$ cat src/rtl/core/request_response_route_table_defines.svh
// Assertion macros for the request/response route table.
`ifndef REQUEST_RESPONSE_ROUTE_TABLE_DEFINES_SVH
`define REQUEST_RESPONSE_ROUTE_TABLE_DEFINES_SVH
`ifndef SYNTHESIS
// Property must hold at every clock edge outside reset.
`define RRRT_ASSERT(lbl, clk_s, rst_s, prop, msg) \
  lbl: assert property (@(posedge clk_s) disable iff (rst_s) prop) \
    else $error(msg);
// Condition must never be true outside reset.
`define RRRT_ASSERT_NEVER(lbl, clk_s, rst_s, cond, msg) \
  lbl: assert property (@(posedge clk_s) disable iff (rst_s) !(cond)) \
    else $error(msg);
`else
`define RRRT_ASSERT(lbl, clk_s, rst_s, prop, msg)
`define RRRT_ASSERT_NEVER(lbl, clk_s, rst_s, cond, msg)
`endif
`endif

$ cat src/rtl/core/rrrt_pkg.sv
// Shared constants and types of the request/response route table.
package rrrt_pkg;

  localparam int TABLE_ENTRIES = 16;
  localparam int IDX_W = (TABLE_ENTRIES > 1) ? $clog2(TABLE_ENTRIES) : 1;
  localparam int CNT_W = $clog2(TABLE_ENTRIES + 1);

  // Added on a wrapped stamp distance (gives the table's one-short wrap age)
  localparam logic [31:0] AGE_WRAP = 32'hFFFF_FFFF;

  typedef logic [IDX_W-1:0] idx_t;

  // One table entry as held in the entry RAM
  typedef struct packed {
    logic [31:0] uid;
    logic [7:0]  func;
    logic [3:0]  seq;
    logic [3:0]  conn;
    logic [31:0] stamp;
  } entry_t;

  localparam int ENTRY_W = $bits(entry_t);

  // Entry slot whose RAM data is on the read port this cycle
  typedef struct packed {
    logic v;
    idx_t idx;
  } age_req_t;

  // Registered result of the age/match unit
  typedef struct packed {
    logic        v;
    idx_t        idx;
    logic [31:0] age;
    logic        match;
    logic [3:0]  conn;
  } age_rsp_t;

endpackage

$ cat src/rtl/core/rrrt_ram.sv
// Generic single-port-write, registered-read RAM.
module rrrt_ram #(
  parameter int WIDTH = 8,
  parameter int DEPTH = 16
) (
  input  logic                                     clk,
  input  logic                                     we,
  input  logic [((DEPTH > 1) ? $clog2(DEPTH) : 1)-1:0] waddr,
  input  logic [WIDTH-1:0]                         wdata,
  input  logic [((DEPTH > 1) ? $clog2(DEPTH) : 1)-1:0] raddr,
  output logic [WIDTH-1:0]                         rdata
);

  logic [WIDTH-1:0] mem [DEPTH];

  always_ff @(posedge clk) begin
    if (we) begin
      mem[waddr] <= wdata;
    end
    rdata <= mem[raddr];
  end

endmodule

$ cat src/rtl/core/rrrt_age_unit.sv
// Shared age and key-match unit, one entry per cycle, registered output.
module rrrt_age_unit import rrrt_pkg::*; (
  input  logic        clk,
  input  logic        rst,
  input  age_req_t    req,
  input  entry_t      ent,
  input  logic [31:0] now,
  input  logic [31:0] key_uid,
  input  logic [7:0]  key_func,
  input  logic [3:0]  key_seq,
  output age_rsp_t    rsp
);

  logic [32:0] diff;
  logic [31:0] age;
  logic        match;

  logic        v_q;
  idx_t        idx_q;
  logic [31:0] age_q;
  logic        match_q;
  logic [3:0]  conn_q;

  // Wrapped distance: now + (WRAP - then) == (now - then) + WRAP mod 2^32
  assign diff  = {1'b0, now} - {1'b0, ent.stamp};
  assign age   = diff[32] ? (diff[31:0] + AGE_WRAP) : diff[31:0];
  assign match = (ent.uid == key_uid) && (ent.func == key_func) && (ent.seq == key_seq);

  always_ff @(posedge clk) begin
    if (rst) begin
      v_q <= 1'b0;
    end else begin
      v_q <= req.v;
    end
  end

  always_ff @(posedge clk) begin
    idx_q   <= req.idx;
    age_q   <= age;
    match_q <= match;
    conn_q  <= ent.conn;
  end

  assign rsp = '{v: v_q, idx: idx_q, age: age_q, match: match_q, conn: conn_q};

endmodule

$ cat src/rtl/core/request_response_route_table.sv
// Top level of the request/response route table: sequencer, valid bits and result register.
`include "request_response_route_table_defines.svh"

// Remembers which connection issued each request so its response can be routed back.
// One word is taken at a time; req_stall is high while a word is in work. Record, lookup
// and disconnect words walk all TABLE_ENTRIES entries of the entry RAM, one entry per
// cycle through a single age/match unit and one age comparator. Broadcast records and
// broadcast lookups skip the walk. A finished result sits in the output register while
// the next word is accepted. Entry valid bits are flip-flops cleared by reset; entry data
// needs no clearing.
module request_response_route_table import rrrt_pkg::*; (
  input  logic        clk,
  input  logic        rst,
  input  logic        req_valid,
  output logic        req_stall,
  input  logic [1:0]  op,
  input  logic [31:0] uid,
  input  logic [7:0]  func_id,
  input  logic [3:0]  seq_num,
  input  logic        reply_wanted,
  input  logic [3:0]  conn_id,
  output logic        rsp_valid,
  input  logic        rsp_stall,
  output logic        found,
  output logic [3:0]  route_conn
);

  typedef enum logic [1:0] {
    OP_RECORD = 2'd0,
    OP_PEEK   = 2'd1,
    OP_REMOVE = 2'd2,
    OP_DROP   = 2'd3
  } op_t;

  typedef enum logic [3:0] {
    S_IDLE   = 4'b0001,
    S_SCAN   = 4'b0010,
    S_COMMIT = 4'b0100,
    S_RESULT = 4'b1000
  } state_t;

  state_t             state;
  op_t                op_q;
  logic [31:0]        key_uid;
  logic [7:0]         key_func;
  logic [3:0]         key_seq;
  logic [3:0]         key_conn;
  logic [31:0]        stamp;
  logic [TABLE_ENTRIES-1:0] valid_bits;
  logic [CNT_W-1:0]   rd_cnt;
  logic               s1_v;
  idx_t               s1_idx;
  logic [31:0]        best;
  idx_t               victim;
  logic               placed;
  logic               hit;
  logic [3:0]         hit_conn;
  logic               res_found;
  logic [3:0]         res_conn;

  logic               req_fire;
  logic               bcast;
  logic               scan_end;
  logic               ent_v;
  logic               older;
  logic               ram_we;
  entry_t             wr_ent;
  logic [ENTRY_W-1:0] ram_rdata;
  age_req_t           age_req;
  age_rsp_t           s2;

  assign req_stall = (state != S_IDLE);
  assign req_fire  = req_valid && !req_stall;

  // Broadcast words change nothing and answer "not found"
  assign bcast = (op != OP_DROP) &&
                 ((seq_num == 4'd0) || (uid == 32'd0) ||
                  ((op == OP_RECORD) && !reply_wanted));

  // Walk finished once every read is issued and the pipe has drained
  assign scan_end = (rd_cnt == CNT_W'(TABLE_ENTRIES)) && !s1_v && !s2.v;

  // Compare stage: valid bit of the entry in hand, and the shared age comparator
  assign ent_v = valid_bits[s2.idx];
  assign older = s2.age > best;

  // Entry RAM write, only on commit of a record
  assign ram_we = (state == S_COMMIT) && (op_q == OP_RECORD);
  assign wr_ent = '{uid: key_uid, func: key_func, seq: key_seq, conn: key_conn, stamp: stamp};

  rrrt_ram #(
    .WIDTH (ENTRY_W),
    .DEPTH (TABLE_ENTRIES)
  ) u_entry_ram (
    .clk   (clk),
    .we    (ram_we),
    .waddr (victim),
    .wdata (wr_ent),
    .raddr (rd_cnt[IDX_W-1:0]),
    .rdata (ram_rdata)
  );

  assign age_req = '{v: s1_v, idx: s1_idx};

  rrrt_age_unit u_age (
    .clk      (clk),
    .rst      (rst),
    .req      (age_req),
    .ent      (entry_t'(ram_rdata)),
    .now      (stamp),
    .key_uid  (key_uid),
    .key_func (key_func),
    .key_seq  (key_seq),
    .rsp      (s2)
  );

  // Sequencer, table state and result register
  always_ff @(posedge clk) begin
    if (rst) begin
      state      <= S_IDLE;
      stamp      <= 32'd0;
      valid_bits <= '0;
      s1_v       <= 1'b0;
      rsp_valid  <= 1'b0;
    end else begin
      s1_v <= 1'b0;
      if (rsp_valid && !rsp_stall) begin
        rsp_valid <= 1'b0;
      end

      unique case (state)
        S_IDLE: begin
          if (req_fire) begin
            op_q     <= op_t'(op);
            key_uid  <= uid;
            key_func <= func_id;
            key_seq  <= seq_num;
            key_conn <= conn_id;
            rd_cnt   <= '0;
            placed   <= 1'b0;
            hit      <= 1'b0;
            victim   <= '0;
            if (bcast) begin
              res_found <= 1'b0;
              res_conn  <= 4'd0;
              state     <= S_RESULT;
            end else begin
              if (op == OP_RECORD) begin
                stamp <= stamp + 32'd1;
              end
              state <= S_SCAN;
            end
          end
        end

        S_SCAN: begin
          // Issue one RAM read a cycle
          if (rd_cnt != CNT_W'(TABLE_ENTRIES)) begin
            rd_cnt <= rd_cnt + CNT_W'(1);
            s1_v   <= 1'b1;
            s1_idx <= rd_cnt[IDX_W-1:0];
          end

          // One entry a cycle through the comparator
          if (s2.v) begin
            case (op_q) inside
              OP_RECORD: begin
                if (!placed) begin
                  if (!ent_v) begin
                    placed <= 1'b1;
                    victim <= s2.idx;
                  end else if (s2.idx == '0) begin
                    best   <= s2.age;
                    victim <= '0;
                  end else if (older) begin
                    best   <= s2.age;
                    victim <= s2.idx;
                  end
                end
              end
              OP_PEEK, OP_REMOVE: begin
                if (ent_v && s2.match && (!hit || older)) begin
                  hit      <= 1'b1;
                  best     <= s2.age;
                  victim   <= s2.idx;
                  hit_conn <= s2.conn;
                end
              end
              default: begin
                if (ent_v && (s2.conn == key_conn)) begin
                  valid_bits[s2.idx] <= 1'b0;
                end
              end
            endcase
          end

          if (scan_end) begin
            state <= S_COMMIT;
          end
        end

        S_COMMIT: begin
          res_found <= 1'b0;
          res_conn  <= 4'd0;
          case (op_q) inside
            OP_RECORD: begin
              valid_bits[victim] <= 1'b1;
            end
            OP_PEEK, OP_REMOVE: begin
              res_found <= hit;
              res_conn  <= hit ? hit_conn : 4'd0;
              if ((op_q == OP_REMOVE) && hit) begin
                valid_bits[victim] <= 1'b0;
              end
            end
            default: begin
            end
          endcase
          state <= S_RESULT;
        end

        S_RESULT: begin
          if (!rsp_valid || !rsp_stall) begin
            rsp_valid  <= 1'b1;
            found      <= res_found;
            route_conn <= res_conn;
            state      <= S_IDLE;
          end
        end

        default: begin
          state <= S_IDLE;
        end
      endcase
    end
  end

  // Checks
  `RRRT_ASSERT(a_stamp_on_record, clk, rst, ($past(!rst) && !$stable(stamp)) |-> $past(req_valid && !req_stall && (op == OP_RECORD)), "stamp moved without a record word")
  `RRRT_ASSERT(a_drained_at_commit, clk, rst, (state == S_COMMIT) |-> (!s1_v && !s2.v), "entry walk still in flight at commit")
  `RRRT_ASSERT_NEVER(a_miss_routes_zero, clk, rst, rsp_valid && !found && (route_conn != 4'd0), "route given without a match")

endmodule
$ cat config.mk
export PLATFORM = sky130hd
export DESIGN_NAME = request_response_route_table
export DESIGN_NICKNAME = d
export VERILOG_FILES = /design/src/rtl/core/rrrt_pkg.sv /design/src/rtl/core/rrrt_ram.sv /design/src/rtl/core/rrrt_age_unit.sv /design/src/rtl/core/request_response_route_table.sv
export VERILOG_INCLUDE_DIRS = /design/src /design/src/rtl/core
export SDC_FILE = /design/constraint.sdc
export NUM_CORES = 2
export LEC_CHECK = 0
export BUFFER_PORTS_ARGS = -buffer_cell sky130_fd_sc_hd__buf_2
export CAP_MARGIN = 30
export CORE_AREA = 2 2 353 355
export CTS_BUF_LIST = sky130_fd_sc_hd__clkbuf_4 sky130_fd_sc_hd__clkbuf_8 sky130_fd_sc_hd__clkbuf_16
export CTS_CLUSTER_DIAMETER = 80
export DETAILED_ROUTE_END_ITERATION = 10
export DIE_AREA = 0 0 355 357
export PLACE_DENSITY = 0.78
export SLEW_MARGIN = 20
export SYNTH_ARGS = -nofsm -noshare
export SYNTH_HDL_FRONTEND = slang
export SYNTH_SLANG_ARGS = --single-unit
$ cat constraint.sdc
create_clock -name clk -period 4.1 [get_ports clk]
set_input_delay 0.82 -clock clk [delete_from_list [all_inputs] [get_ports clk]]
set_output_delay 0.82 -clock clk [all_outputs]
set_load 0.02 [all_outputs]
==> flow_summary.yaml <==
outcome:
  status: "complete, no violations"
worst_setup_path:
  cp_cell_sequence: "inv_1 -> ha_1 -> inv_1 -> fa_1 -> a21o_1 -> a211oi_2 -> o22ai_1 -> a2111oi_4 -> nand4_2 -> nor4_4 -> nand3_2 -> nor4_1 -> xnor2_1"
  critPathKind: "flip-flop to flip-flop"
  path_delay_family: "simple AND/OR/NAND/NOR gates"
  arrival_ns: 4.30
  cp_slowest_cell: "nor4_4"
  cp_num_buf_inv: 2
  slowest_delay_ns: 0.46
  crit_top_cell: "inv_1"
  endpoint_kind: "flip-flop"
  cp-start-kind: "flip-flop"
  required_ns: 4.81
  cp_max_fo: 7
detailed_routing:
  viasPerCell: 6.09
  drtIter0Drc: 3538
  drc_errors: 0
  firstDrtPassIters: 5
  finalWirelength_microns: 137000
  num_vias: 30400
  ant_nets: 0
  routedWlPerCell_microns: 27.4
finish:
  final_layout_size_suffix_gt1_frac: 0.263
  nNetsFinal: 3351
  n_antenna_cell: 0
  area_delta_synth_final_pct: 13.4
  fin_area_sq_um: 69300
place:
  io_buffers: 61
  gp_congestion: 0.880
  dpl.hpwl_microns: 74200
  placed_cell_area_sq_um: 64100
floorplanning:
  row_count: 129
  pin_count: 62
  start_util: 0.497
  die-area_sq_um: 127000
  dieWidth_microns: 355
  core-area_sq_um: 123000
  die_height_microns: 357
yosys:
  synthDominantAreaCellType: "edfxtp_1"
  yosysTopAreaCellShare: 0.684
  synthFlopType: "edfxtp_1"
  synth_area_leaders: "edfxtp_1 68%, mux4_2 15%, dfxtp_1 5.8%"
  synthArstFlopShare: 0
  ys_top_cells_by_count: "1391 x edfxtp_1, 405 x mux4_2, 176 x dfxtp_1"
  syn_nets: 3163
  synth-seq-cells: 1567
  yosysMostFrequentCell: "edfxtp_1"
  yosysWarnings: 0
  ys_seq_area_frac: 0.742
  syn_inst: 3036
  synth_area_sq_um: 61100
  synth_edf_count: 1391
  synth_cell_types: 84
  syn_area_per_cell_sq_um: 20.1
grt:
  antenna_found_initial: 0
  grt_use_total: 0.218
  grt_overflow_total: 0
  grt_pass1_wl_microns: 202000
  grt_pass1_vias: 30800
  grt_max_degree: 122
timing:
  fin_crit_ns: 3.59
  min_period_over_period: 0.874
  hold_viol: 0
  slew_violations: 0
  slew_headroom: 0.365
  holdWs_ns: 0.197
  grt_setup_unrepaired: "no"
  skew_ns: 0.0463
  fmax_ghz: 0.279
  setup_viol: 0
  fin_setup_tns_ns: 0
  tightestPinTransition_ns: 0.944
worst_hold_path:
  hold_class: "input port to flip-flop"
clock_network:
  cts_tree: "yes"
  clock_sinks: 1567
  postCtsSetupBuffers: 0
  hold_buffers: 0
  cts_resized: 0
  clock_latency_ns: 0.78
  clkSlewWorstSetupHoldPaths_ns: 0.06
  cts_max_level: 4
  cts_root_buf: "clkbuf_16"
  numCtsBuffers: 149
  clockBufferDepth: 3
run:
  drv_cap: 0
power:
  ir_drop_mv: 0.488
  power.leakage_nw: 23.8
  p_per_area_nw_per_um2: 483
layout make-up:
| class | instances | area (sq um) |
|---|---|---|
| Fill cell | 8820 | 53700 |
| Clock buffer | 206 | 4280 |
| Multi-Input combinational cell | 1242 | 14900 |
| Timing Repair Buffer | 163 | 1460 |
| Inverter | 101 | 419 |
| Clock inverter | 71 | 841 |
| Tap cell | 1637 | 2050 |
| Sequential cell | 1567 | 45300 |
flip-flops by register name (all words and copies together), names as in the netlist, 2 cells and up, named ones only:
| signal | flops |
|---|---|
| u_entry_ram.mem | 1280 |
| key_func | 8 |
| key_conn | 4 |
| key_seq | 4 |
| rd_cnt | 5 |
| best | 32 |
| state | 4 |
| u_age.idx_q | 4 |
| key_uid | 32 |
| u_age.conn_q | 4 |
| victim | 4 |
| s1_idx | 4 |
| stamp | 32 |
| res_conn | 4 |
| op_q | 2 |
| hit_conn | 4 |
| u_age.age_q | 32 |
| u_entry_ram.rdata | 80 |
| route_conn | 4 |
final timing paths:
path	from	endpoint	slack, ns	cells past startpoint
setup / recovery	stamp[0]	u_age.age_q[25]	0.51	13
hold / removal	func_id[7]	key_func[7]	0.20	1
setup reg to reg	stamp[0]	u_age.age_q[25]	0.51	13
hold reg to reg	u_entry_ram.rdata[32]	u_age.conn_q[0]	0.29	0
power breakdown:
| part | total (mW) | leakage [nW] | internal, mW | switching (mW) |
|---|---|---|---|---|
| clock | 14.0 | 2.53 | 8.01 | 6.03 |
| combinational | 1.60 | 6.13 | 0.742 | 0.857 |
| sequential | 17.8 | 15.2 | 17.5 | 0.270 |
per-stage QoR:
stage | std cells | total power, mW | util | setup slack, ns
finish | 4987 | 33.4 | 0.563 | 0.515
global route | 4987 | 34.3 | 0.563 | 0.260
global placement | 4709 | 19.7 | 0.522 | 0.292
detailed placement | 4709 | 19.7 | 0.522 | 0.255
CTS | 4986 | 33.7 | 0.563 | 0.522
floorplan | 3036 | 19.2 | - | 0.150
cells in the final DEF, fill, tap and decap left out, types with 7 or more instances in the layout:
cell,instances
xnor2_1,36
buf_2,61
and3_1,16
buf_12,31
inv_4,16
nor4_1,30
clkbuf_4,39
nand2b_1,10
nand2_1,83
inv_6,7
xor2_1,85
and2_1,18
clkbuf_16,150
a21o_1,30
nor3_1,26
clkbuf_8,17
nand3_1,41
o211ai_1,7
a21oi_1,69
bufinv_16,9
nor2b_1,13
mux4_2,405
ha_1,71
clkinv_1,19
edfxtp_1,1391
nor2_1,83
dfxtp_1,176
buf_4,70
a31oi_1,19
or3_1,7
inv_1,84
o21ai_0,51
clkinv_2,16
clkinv_16,7
nand4_1,27
layer usage:
layer  vias up  GRT usage  share of wire
met5         -          0              0
met4         0     0.0763          0.031
met3       251     0.0479          0.086
met2      1484      0.351           0.49
met1     15900      0.295           0.39
li1      12800          -              -
cell families (layout without fill, tap and decap cells):
group	after synthesis	in the layout	share of synthesized area
AO/OA/AOI/OAI	244	244	0.0266
flip-flops	1567	1567	0.742
buffers and inverters	227	541	0.0142
AND/OR/NAND/NOR	397	397	0.0354
adder cells (fa/ha/maj)	72	72	0.0149
XOR/XNOR	121	121	0.0174
multiplexers	408	408	0.150
(Power assumes the default switching activity.)
